**src/sv/shtt_pkg.sv**
```systemverilog
// Types, codes and constants of the sample history trend tracker.
`timescale 1ns / 1ps
package shtt_pkg;

    localparam int SLOTS_DEFAULT = 16;

    localparam int CFG_INDEX_W = 3;
    localparam int CFG_DATA_W  = 20;

    localparam logic [CFG_INDEX_W-1:0] CFG_RECORD_INTERVAL       = 3'd0;
    localparam logic [CFG_INDEX_W-1:0] CFG_MAX_SAMPLE_AGE        = 3'd1;
    localparam logic [CFG_INDEX_W-1:0] CFG_TREND_WINDOW          = 3'd2;
    localparam logic [CFG_INDEX_W-1:0] CFG_PRESSURE_THRESHOLD    = 3'd3;
    localparam logic [CFG_INDEX_W-1:0] CFG_TEMPERATURE_THRESHOLD = 3'd4;

    localparam logic [16:0] RECORD_INTERVAL_RESET       = 17'd3300;
    localparam logic [19:0] MAX_SAMPLE_AGE_RESET        = 20'd86400;
    localparam logic [19:0] TREND_WINDOW_RESET          = 20'd10800;
    localparam logic [14:0] PRESSURE_THRESHOLD_RESET    = 15'd10;
    localparam logic [14:0] TEMPERATURE_THRESHOLD_RESET = 15'd50;

    typedef enum logic [1:0] {
        TR_UNKNOWN = 2'd0,
        TR_UP      = 2'd1,
        TR_FLAT    = 2'd2,
        TR_DOWN    = 2'd3
    } trend_t;

    typedef enum logic [1:0] {
        AGE_KEEP,
        AGE_INTERVAL,
        AGE_WINDOW
    } age_op_t;

    typedef enum logic [2:0] {
        ST_IDLE,
        ST_COMPACT,
        ST_DECIDE,
        ST_SHIFT,
        ST_APPEND,
        ST_SCAN,
        ST_REPORT
    } state_t;

    typedef struct packed {
        logic [16:0] record_interval;
        logic [19:0] max_sample_age;
        logic [19:0] trend_window;
        logic [14:0] pressure_threshold;
        logic [14:0] temperature_threshold;
    } cfg_t;

    typedef struct packed {
        logic [31:0]        now_seconds;
        logic signed [15:0] pressure_tenths;
        logic               pressure_known;
        logic signed [15:0] temperature_hundredths;
        logic               temperature_known;
    } in_t;

    typedef struct packed {
        trend_t      pressure_trend;
        trend_t      indoor_trend;
        logic        sample_recorded;
        logic [4:0]  stored_count;
    } out_t;

    // One stored sample of the ring.
    typedef struct packed {
        logic [31:0]        stamp;
        logic signed [15:0] pressure;
        logic signed [15:0] temperature;
        logic               pressure_ok;
        logic               temperature_ok;
    } entry_t;

endpackage

```
**src/sv/shtt_ring.sv**
```systemverilog
// Sample ring storage: one write port, one registered read port.
`timescale 1ns / 1ps
module shtt_ring
    import shtt_pkg::*;
#(
    parameter int SLOTS = SLOTS_DEFAULT
) (
    input  logic                       clk,
    input  logic                       we,
    input  logic [$clog2(SLOTS)-1:0]   waddr,
    input  entry_t                     wdata,
    input  logic [$clog2(SLOTS)-1:0]   raddr,
    output entry_t                     rdata
);

    entry_t mem [SLOTS];
    entry_t rdata_reg;

    always_ff @(posedge clk)
    begin
        if (we)
        begin
            mem[waddr] <= wdata;
        end
        rdata_reg <= mem[raddr];
    end

    assign rdata = rdata_reg;

endmodule

```
**src/sv/shtt_age_unit.sv**
```systemverilog
// Shared age subtractor and compare unit.
`timescale 1ns / 1ps
module shtt_age_unit
    import shtt_pkg::*;
(
    input  cfg_t        cfg,
    input  age_op_t     op,
    input  logic [31:0] now,
    input  logic [31:0] stamp,
    output logic        hit
);

    logic [31:0] age;

    assign age = now - stamp;

    always_comb
    begin
        unique case (op)
            AGE_KEEP:
            begin
                hit = (stamp <= now) && (age < {12'd0, cfg.max_sample_age});
            end
            AGE_INTERVAL:
            begin
                hit = age >= {15'd0, cfg.record_interval};
            end
            AGE_WINDOW:
            begin
                hit = (age <= {11'd0, cfg.trend_window, 1'b0}) &&
                      (age >= {13'd0, cfg.trend_window[19:1]});
            end
            default:
            begin
                hit = 1'b0;
            end
        endcase
    end

endmodule

```
**src/sv/shtt_ctrl.sv**
```systemverilog
// Sequencer: compaction, append, eviction and reference scan over the ring.
`timescale 1ns / 1ps
module shtt_ctrl
    import shtt_pkg::*;
#(
    parameter int SLOTS = SLOTS_DEFAULT
) (
    input  logic                       clk,
    input  logic                       rst_n,
    input  cfg_t                       cfg,
    input  logic                       sample_valid,
    output logic                       sample_stall,
    input  in_t                        sample_word,
    output logic                       trend_valid,
    input  logic                       trend_stall,
    output out_t                       trend_word,
    output logic                       ring_we,
    output logic [$clog2(SLOTS)-1:0]   ring_waddr,
    output entry_t                     ring_wdata,
    output logic [$clog2(SLOTS)-1:0]   ring_raddr,
    input  entry_t                     ring_rdata,
    output age_op_t                    age_op,
    output logic [31:0]                age_now,
    output logic [31:0]                age_stamp,
    input  logic                       age_hit
);

    localparam int AW = $clog2(SLOTS);
    localparam int CW = $clog2(SLOTS + 1);

    function automatic trend_t classify(
        input logic               latest_ok,
        input logic               found,
        input logic signed [15:0] latest,
        input logic signed [15:0] ref_val,
        input logic [14:0]        thr
    );
        logic signed [16:0] diff;
        logic signed [16:0] lim;
        trend_t             res;
        diff = 17'(latest) - 17'(ref_val);
        lim  = $signed({2'b00, thr});
        if (!latest_ok || !found)
            res = TR_UNKNOWN;
        else if (diff >= lim)
            res = TR_UP;
        else if (diff <= -lim)
            res = TR_DOWN;
        else
            res = TR_FLAT;
        return res;
    endfunction

    state_t             state_reg, state_next;
    entry_t             smp_reg, smp_next;
    entry_t             newest_reg, newest_next;
    logic [CW-1:0]      count_reg, count_next;
    logic [CW-1:0]      rd_idx_reg, rd_idx_next;
    logic [CW-1:0]      wr_idx_reg, wr_idx_next;
    logic [AW-1:0]      rsp_idx_reg, rsp_idx_next;
    logic               pend_reg, pend_next;
    logic               recorded_reg, recorded_next;
    logic               p_found_reg, p_found_next;
    logic               t_found_reg, t_found_next;
    logic signed [15:0] p_ref_reg, p_ref_next;
    logic signed [15:0] t_ref_reg, t_ref_next;
    logic               out_valid_reg, out_valid_next;
    out_t               out_word_reg, out_word_next;

    logic               scanning;
    logic [CW-1:0]      scan_end;
    logic               issue;
    logic               scan_done;
    logic               do_append;
    logic               out_free;

    // Scan bounds of the three passes over the ring.
    always_comb
    begin
        scanning = 1'b0;
        scan_end = '0;
        case (state_reg)
            ST_COMPACT:
            begin
                scanning = 1'b1;
                scan_end = count_reg;
            end
            ST_SHIFT:
            begin
                scanning = 1'b1;
                scan_end = CW'(SLOTS);
            end
            ST_SCAN:
            begin
                scanning = 1'b1;
                scan_end = CW'(count_reg - CW'(1));
            end
            default:
            begin
                scanning = 1'b0;
            end
        endcase
    end

    assign issue     = scanning && (rd_idx_reg < scan_end);
    assign scan_done = !issue && !pend_reg;
    assign do_append = (count_reg == CW'(0)) || age_hit;
    assign out_free  = !out_valid_reg || !trend_stall;

    // Next state.
    always_comb
    begin
        state_next = state_reg;
        unique case (state_reg)
            ST_IDLE:
            begin
                if (sample_valid)
                    state_next = ST_COMPACT;
            end
            ST_COMPACT:
            begin
                if (scan_done)
                    state_next = ST_DECIDE;
            end
            ST_DECIDE:
            begin
                if (!do_append)
                    state_next = ST_SCAN;
                else if (count_reg == CW'(SLOTS))
                    state_next = ST_SHIFT;
                else
                    state_next = ST_APPEND;
            end
            ST_SHIFT:
            begin
                if (scan_done)
                    state_next = ST_APPEND;
            end
            ST_APPEND:
            begin
                state_next = ST_SCAN;
            end
            ST_SCAN:
            begin
                if (scan_done)
                    state_next = ST_REPORT;
            end
            ST_REPORT:
            begin
                if (out_free)
                    state_next = ST_IDLE;
            end
            default:
            begin
                state_next = ST_IDLE;
            end
        endcase
    end

    // Outputs and datapath.
    always_comb
    begin
        smp_next       = smp_reg;
        newest_next    = newest_reg;
        count_next     = count_reg;
        rd_idx_next    = rd_idx_reg;
        wr_idx_next    = wr_idx_reg;
        rsp_idx_next   = rsp_idx_reg;
        pend_next      = issue;
        recorded_next  = recorded_reg;
        p_found_next   = p_found_reg;
        t_found_next   = t_found_reg;
        p_ref_next     = p_ref_reg;
        t_ref_next     = t_ref_reg;
        out_valid_next = out_valid_reg && trend_stall;
        out_word_next  = out_word_reg;

        ring_we    = 1'b0;
        ring_waddr = '0;
        ring_wdata = ring_rdata;
        ring_raddr = rd_idx_reg[AW-1:0];
        age_op     = AGE_KEEP;
        age_now    = smp_reg.stamp;
        age_stamp  = ring_rdata.stamp;

        if (issue)
        begin
            rd_idx_next  = CW'(rd_idx_reg + CW'(1));
            rsp_idx_next = rd_idx_reg[AW-1:0];
        end

        unique case (state_reg)
            ST_IDLE:
            begin
                if (sample_valid)
                begin
                    smp_next.stamp          = sample_word.now_seconds;
                    smp_next.pressure       = sample_word.pressure_tenths;
                    smp_next.temperature    = sample_word.temperature_hundredths;
                    smp_next.pressure_ok    = sample_word.pressure_known;
                    smp_next.temperature_ok = sample_word.temperature_known;
                    rd_idx_next   = '0;
                    wr_idx_next   = '0;
                    recorded_next = 1'b0;
                    p_found_next  = 1'b0;
                    t_found_next  = 1'b0;
                end
            end
            ST_COMPACT:
            begin
                // keep entries that are neither in the future nor too old
                age_op = AGE_KEEP;
                if (pend_reg && age_hit)
                begin
                    ring_we     = 1'b1;
                    ring_waddr  = wr_idx_reg[AW-1:0];
                    wr_idx_next = CW'(wr_idx_reg + CW'(1));
                    newest_next = ring_rdata;
                end
                if (scan_done)
                    count_next = wr_idx_reg;
            end
            ST_DECIDE:
            begin
                age_op    = AGE_INTERVAL;
                age_stamp = newest_reg.stamp;
                if (do_append)
                    recorded_next = 1'b1;
                // the shift starts at entry one, the scan at entry zero
                rd_idx_next = (do_append && count_reg == CW'(SLOTS)) ? CW'(1) : '0;
            end
            ST_SHIFT:
            begin
                // drop the oldest entry: move each entry down one place
                if (pend_reg)
                begin
                    ring_we    = 1'b1;
                    ring_waddr = AW'(rsp_idx_reg - AW'(1));
                end
                if (scan_done)
                    count_next = CW'(SLOTS - 1);
            end
            ST_APPEND:
            begin
                ring_we     = 1'b1;
                ring_waddr  = count_reg[AW-1:0];
                ring_wdata  = smp_reg;
                count_next  = CW'(count_reg + CW'(1));
                newest_next = smp_reg;
                rd_idx_next = '0;
            end
            ST_SCAN:
            begin
                // first earlier known sample inside the age window
                age_op = AGE_WINDOW;
                if (pend_reg && age_hit)
                begin
                    if (!p_found_reg && ring_rdata.pressure_ok)
                    begin
                        p_found_next = 1'b1;
                        p_ref_next   = ring_rdata.pressure;
                    end
                    if (!t_found_reg && ring_rdata.temperature_ok)
                    begin
                        t_found_next = 1'b1;
                        t_ref_next   = ring_rdata.temperature;
                    end
                end
            end
            ST_REPORT:
            begin
                if (out_free)
                begin
                    out_valid_next = 1'b1;
                    out_word_next.pressure_trend = classify(newest_reg.pressure_ok,
                        p_found_reg, newest_reg.pressure, p_ref_reg,
                        cfg.pressure_threshold);
                    out_word_next.indoor_trend = classify(newest_reg.temperature_ok,
                        t_found_reg, newest_reg.temperature, t_ref_reg,
                        cfg.temperature_threshold);
                    out_word_next.sample_recorded = recorded_reg;
                    out_word_next.stored_count    = 5'(count_reg);
                end
            end
            default:
            begin
                ring_we = 1'b0;
            end
        endcase
    end

    assign sample_stall = (state_reg != ST_IDLE);
    assign trend_valid  = out_valid_reg;
    assign trend_word   = out_word_reg;

    always_ff @(posedge clk or negedge rst_n)
    begin
        if (!rst_n)
        begin
            state_reg     <= ST_IDLE;
            count_reg     <= '0;
            rd_idx_reg    <= '0;
            wr_idx_reg    <= '0;
            pend_reg      <= 1'b0;
            recorded_reg  <= 1'b0;
            p_found_reg   <= 1'b0;
            t_found_reg   <= 1'b0;
            out_valid_reg <= 1'b0;
        end
        else
        begin
            state_reg     <= state_next;
            count_reg     <= count_next;
            rd_idx_reg    <= rd_idx_next;
            wr_idx_reg    <= wr_idx_next;
            pend_reg      <= pend_next;
            recorded_reg  <= recorded_next;
            p_found_reg   <= p_found_next;
            t_found_reg   <= t_found_next;
            out_valid_reg <= out_valid_next;
        end
    end

    always_ff @(posedge clk)
    begin
        smp_reg      <= smp_next;
        newest_reg   <= newest_next;
        rsp_idx_reg  <= rsp_idx_next;
        p_ref_reg    <= p_ref_next;
        t_ref_reg    <= t_ref_next;
        out_word_reg <= out_word_next;
    end

endmodule

```
**src/sv/sample_history_trend_tracker_top.sv**
```systemverilog
// Top level of the sample history trend tracker: config registers and datapath wiring.
//
//  channel  | dir | handshake              | word
//  ---------+-----+------------------------+--------------------------------------
//  sample   | in  | sample_valid / _stall  | in_t: time, pressure, temperature
//  trend    | out | trend_valid / _stall   | out_t: two trends, recorded, count
//  cfg      | in  | cfg_valid / cfg_ready  | cfg_index, cfg_data (20 bits)
//
//  With one or more stored samples all kept and the new one appended, the result
//  passes through the compact pass, decide, append, the scan pass and report before
//  it loads; a full ring adds a shift pass after decide to evict the oldest entry.
//  Reset empties the ring at once; the sample store itself is not cleared.
//  sample_stall is high from the accepting edge until the result is loaded.
`timescale 1ns / 1ps
module sample_history_trend_tracker_top
    import shtt_pkg::*;
#(
    parameter int SLOTS = SLOTS_DEFAULT
) (
    input  logic                    clk,
    input  logic                    rst_n,
    input  logic                    sample_valid,
    output logic                    sample_stall,
    input  in_t                     sample_word,
    output logic                    trend_valid,
    input  logic                    trend_stall,
    output out_t                    trend_word,
    input  logic                    cfg_valid,
    output logic                    cfg_ready,
    input  logic [CFG_INDEX_W-1:0]  cfg_index,
    input  logic [CFG_DATA_W-1:0]   cfg_data
);

    localparam int AW = $clog2(SLOTS);

    cfg_t    cfg_reg, cfg_next;

    logic    ring_we;
    logic [AW-1:0] ring_waddr;
    logic [AW-1:0] ring_raddr;
    entry_t  ring_wdata;
    entry_t  ring_rdata;

    age_op_t       age_op;
    logic [31:0]   age_now;
    logic [31:0]   age_stamp;
    logic          age_hit;

    // The user must land config writes only while idle; unchecked, they are taken every cycle.
    assign cfg_ready = 1'b1;

    // Register decode: truncate the data to each register's width,
    // drop writes to indexes past the list.
    always_comb
    begin
        cfg_next = cfg_reg;
        if (cfg_valid && cfg_ready)
        begin
            unique case (cfg_index)
                CFG_RECORD_INTERVAL:
                    cfg_next.record_interval = cfg_data[16:0];
                CFG_MAX_SAMPLE_AGE:
                    cfg_next.max_sample_age = cfg_data[19:0];
                CFG_TREND_WINDOW:
                    cfg_next.trend_window = cfg_data[19:0];
                CFG_PRESSURE_THRESHOLD:
                    cfg_next.pressure_threshold = cfg_data[14:0];
                CFG_TEMPERATURE_THRESHOLD:
                    cfg_next.temperature_threshold = cfg_data[14:0];
                default:
                    cfg_next = cfg_reg;
            endcase
        end
    end

    always_ff @(posedge clk or negedge rst_n)
    begin
        if (!rst_n)
        begin
            cfg_reg.record_interval       <= RECORD_INTERVAL_RESET;
            cfg_reg.max_sample_age        <= MAX_SAMPLE_AGE_RESET;
            cfg_reg.trend_window          <= TREND_WINDOW_RESET;
            cfg_reg.pressure_threshold    <= PRESSURE_THRESHOLD_RESET;
            cfg_reg.temperature_threshold <= TEMPERATURE_THRESHOLD_RESET;
        end
        else
        begin
            cfg_reg <= cfg_next;
        end
    end

    // Sequencer: owns the sample and trend handshakes, the ring pointers and the output register.
    shtt_ctrl #(
        .SLOTS (SLOTS)
    ) u_ctrl (
        .clk          (clk),
        .rst_n        (rst_n),
        .cfg          (cfg_reg),
        .sample_valid (sample_valid),
        .sample_stall (sample_stall),
        .sample_word  (sample_word),
        .trend_valid  (trend_valid),
        .trend_stall  (trend_stall),
        .trend_word   (trend_word),
        .ring_we      (ring_we),
        .ring_waddr   (ring_waddr),
        .ring_wdata   (ring_wdata),
        .ring_raddr   (ring_raddr),
        .ring_rdata   (ring_rdata),
        .age_op       (age_op),
        .age_now      (age_now),
        .age_stamp    (age_stamp),
        .age_hit      (age_hit)
    );

    // Sample store, oldest entry at index zero.
    shtt_ring #(
        .SLOTS (SLOTS)
    ) u_ring (
        .clk   (clk),
        .we    (ring_we),
        .waddr (ring_waddr),
        .wdata (ring_wdata),
        .raddr (ring_raddr),
        .rdata (ring_rdata)
    );

    // One age subtractor and compare, shared by the compaction pass, the decide step and the reference scan.
    shtt_age_unit u_age (
        .cfg   (cfg_reg),
        .op    (age_op),
        .now   (age_now),
        .stamp (age_stamp),
        .hit   (age_hit)
    );

endmodule

```
**config.mk**
```make
export PLATFORM = sky130hd
export DESIGN_NAME = sample_history_trend_tracker_top
export DESIGN_NICKNAME = d
export VERILOG_FILES = /design/src/sv/shtt_pkg.sv /design/src/sv/shtt_ring.sv /design/src/sv/shtt_age_unit.sv /design/src/sv/shtt_ctrl.sv /design/src/sv/sample_history_trend_tracker_top.sv
export SDC_FILE = /design/constraint.sdc
export NUM_CORES = 1
export LEC_CHECK = 0
export ABC_AREA = 0
export BUFFER_PORTS_ARGS = -buffer_cell sky130_fd_sc_hd__buf_2
export CORE_AREA = 2 2 448 450
export CTS_BUF_LIST = sky130_fd_sc_hd__clkbuf_8
export DETAILED_ROUTE_END_ITERATION = 7
export DIE_AREA = 0 0 450 452
export PLACE_DENSITY = 0.4
export SLEW_MARGIN = 20
export SYNTH_ARGS = -nofsm -noshare
export SYNTH_HDL_FRONTEND = slang
export SYNTH_SLANG_ARGS = --single-unit
```
**constraint.sdc**
```tcl
create_clock -name clk -period 16.8 [get_ports clk]
set_clock_uncertainty 0.1 [all_clocks]
set_input_delay 3.36 -clock clk [delete_from_list [all_inputs] [get_ports clk]]
set_output_delay 3.36 -clock clk [all_outputs]
set_load 0.1 [all_outputs]
```
==> impl_metrics.py <==
metrics = {
    "routing": {
        "avgRoutedWirePerCell_um": 25.9,
        "first_pass_iters": 5,
        "vias_per_cell": 4.83,
        "ant_nets": 0,
        "drc": 0,
        "drt_iter0_drc": 2619,
        "num_vias": 31900,
        "totalWireLength_mm": 171,
    },
    "floorplanning": {
        "die_w_um": 450,
        "core-area_sq_um": 199000,
        "start_util_pct": 29.9,
        "row_count": 164,
        "dieArea_sq_um": 203000,
        "ioPinCount": 107,
        "die_h_um": 452,
    },
    "place": {
        "portBuffers": 105,
        "dpl.hpwl_mm": 112,
        "placed_area_sq_um": 63300,
        "gp_congestion": 0.802,
    },
    "min_path": {
        "min_to": "u_ctrl.t_ref_reg[11]",
        "holdPathStages": 0,
        "worstHoldStart": "u_ring.rdata[13]",
        "min_path_type": "flop to flop",
    },
    "clocking": {
        "cts_resized": 0,
        "cts-root-buf": "clkbuf_8",
        "cts_buffers": 275,
        "path_clk_slew_ns": 0.06,
        "cts_hold_buf": 0,
        "cts_max_path_buffers": 4,
        "clkLatencyLatePin_ns": 1.00,
        "htreeDepth": 5,
        "cts_setup_buffers": 0,
        "cts_tree": "built",
        "clock-sinks": 1410,
    },
    "worst_setup_path": {
        "critPathKind": "flop to flop",
        "crit_fanout": 50,
        "endpoint_kind": "flop",
        "rr_endpoint": "u_ring.mem[11][10]",
        "rrSetupSlack_ns": 7.46,
        "critPathLaunchType": "flop",
        "r2r-start": "u_ctrl.state_reg[0]",
        "required_ns": 17.24,
        "arrival_ns": 9.78,
        "r2r_cells": 23,
    },
    "synth": {
        "yosys_warnings": 0,
        "synth_nets": 3758,
        "synth-edff-count": 1234,
        "synth_area_sq_um": 59300,
        "avgSynthCellArea_sq_um": 17.2,
        "synth_top_area_cell": "edfxtp_1",
        "seq_area_frac_synth_pct": 69.4,
        "ys_ff_latch": 1410,
        "synth_ff_type": "edfxtp_1",
        "syn_inst": 3449,
        "async_flop_share_pct": 7.80,
        "synth_cell_types": 82,
        "netlist.area_leader.share_pct": 62.5,
        "synth_area_leaders": "edfxtp_1 (62%), mux4_2 (13%), ha_1 (4.5%)",
    },
    "timing": {
        "rsz0062_at_grt": "false",
        "max_freq_mhz": 107,
        "final.setup.tns_ns": 0,
        "hold_violations": 0,
        "tightest_slew_ns": 1.08,
        "setup_viol": 0,
        "fin_hold_ws_ns": 0.334,
        "finalCriticalPeriod_ns": 9.34,
        "relSlewSlack_pct": 28.2,
        "drv_slew": 0,
        "fin_crit_sh_pct": 55.6,
    },
    "grt": {
        "grt_pass1_vias": 33000,
        "grt_overflow_total": 0,
        "grtUsageTotal_pct": 16.7,
        "grt_pass1_wl_mm": 245,
        "antenna_found_initial": 19,
        "grt_max_degree": 129,
    },
    "pwr": {
        "p_leak_nw": 23.6,
        "ir_drop_mv": 0.106,
        "power_w": 0.0128,
        "power.density_nw_per_um2": 188,
    },
    "final_layout": {
        "final_util_pct": 34.4,
        "largest_reg_flops": 1056,
        "drive_gt1_share_pct": 23.0,
        "syn2layout_area_growth_pct": 15.1,
        "fin_area_sq_um": 68300,
        "fin_nets": 4050,
    },
    "run_status": {
        "status": "complete, no violations",
    },
    "job": {
        "max_cap_viol_count": 0,
    },
}
## Yosys cell counts (7+ instances only)
master / number
mux2_2: 21
a31oi_1: 11
buf_1: 24
xnor2_1: 56
dfrtp_1: 89
o22ai_1: 8
nand4_1: 30
nor4_1: 13
a211oi_1: 23
o21a_1: 11
and3_1: 9
a21o_1: 58
o21ai_0: 126
o211ai_1: 12
xor2_1: 18
nand2_1: 349
dfxtp_1: 66
ha_1: 212
nor2_1: 89
nor3_1: 26
nor2b_1: 23
nor3b_1: 7
or3_1: 11
mux4_2: 330
nand2b_1: 19
a21oi_1: 91
inv_1: 163
edfxtp_1: 1234
clkbuf_1: 106
mux2i_1: 38
dfstp_2: 21
nand3_1: 43
## power breakdown
part	internal, W	leakage (nW)	total [W]	switching (W)
Clock	0.00176	2.91	0.00321	0.00145
Sequential	0.00491	13.0	0.00522	0.000313
Combinational	0.00153	7.68	0.00439	0.00286
## metrics by stage
step,worst slack [ns],instances
3_3_place_gp,7.53,6119
6_report,7.46,6594
5_1_grt,6.82,6586
2_1_floorplan,4.10,3449
3_5_place_dp,7.36,6120
4_1_cts,7.28,6583
## metal layers
layer  vias up  track usage, %  routed length, um
li1      14200               -                  -
met1     16700            25.1              84600
met2       722            25.0              75500
met3       245            3.10               7810
met4         0            4.03               3030
met5         -               0                  0
## layout by cell type (no fill, tap or decap), types with 12 or more instances in the layout
cell type	n
inv_1	253
buf_2	104
clkinv_1	41
mux2_2	21
xnor2_1	56
clkinv_2	22
nand2_1	348
o211ai_1	12
dfxtp_1	66
nand3_1	43
clkbuf_8	295
nand4_1	30
xor2_1	18
dfstp_2	21
nor3_1	25
a21oi_1	91
nor2_1	76
ha_1	212
nor2b_1	23
a211oi_1	19
edfxtp_1	1234
mux2i_1	38
o21ai_0	124
mux4_2	330
a21o_1	58
dfrtp_1	85
nand2b_1	18
buf_4	46
## worst max-delay path, stage by stage, from the launching register on
cell       delay [ns]
dfrtp_1          0.83
nand2b_1         0.87
nand2_1          0.15
nand2_1          0.11
ha_1             0.20
inv_1            0.07
fa_1             0.42
a21o_1           0.22
a221oi_2         0.31
o21ai_1          0.13
a31oi_1          0.46
o21ai_0          0.19
xor2_1           0.44
ha_1             0.34
a21o_1           0.16
a2111oi_0        0.37
o221ai_1         0.18
a21oi_1          0.16
o32a_1           0.28
or2_1            0.33
nand4bb_4        0.29
or2_1            0.44
a211oi_4         0.91
buf_4            0.81
## layout make-up
| type | count | area, sq um |
|---|---|---|
| fill | 19200 | 130000 |
| inverter | 163 | 614 |
| tap | 2656 | 3320 |
| clock buffer | 295 | 4060 |
| sequential | 1410 | 41200 |
| multi-input combinational | 1737 | 17200 |
| antenna | 11 | 27.5 |
| clock inverter | 168 | 940 |
| timing repair buffer | 154 | 953 |
## cell families (layout without fill, tap and decap cells)
group           after synthesis  count (layout)  share of synthesized area (%)
compound gates              413             413                           4.45
xor+xnor                     74              74                           1.09
fa+ha+maj                   215             215                           4.57
buf+inv                     302             780                           1.96
flops                      1410            1410                           69.4
mux                         389             389                           13.6
other cells                   1              12                        0.00632
simple gates                645             645                           4.97
## worst max path at each step
stage	start	end	slack, ns	cells after the start
global route	u_ctrl.state_reg[0]	u_ring.mem[11][10]	6.82	23
floorplan	u_ctrl.state_reg[1]	u_ring.mem[5][0]	4.10	27
finish	u_ctrl.state_reg[0]	u_ring.mem[11][10]	7.46	23
CTS	u_ctrl.state_reg[0]	u_ring.mem[11][10]	7.28	23
global placement	u_ctrl.state_reg[0]	u_ring.mem[11][10]	7.53	23
detailed placement	u_ctrl.state_reg[0]	u_ring.mem[11][10]	7.36	23
(Power assumes the default switching activity.)
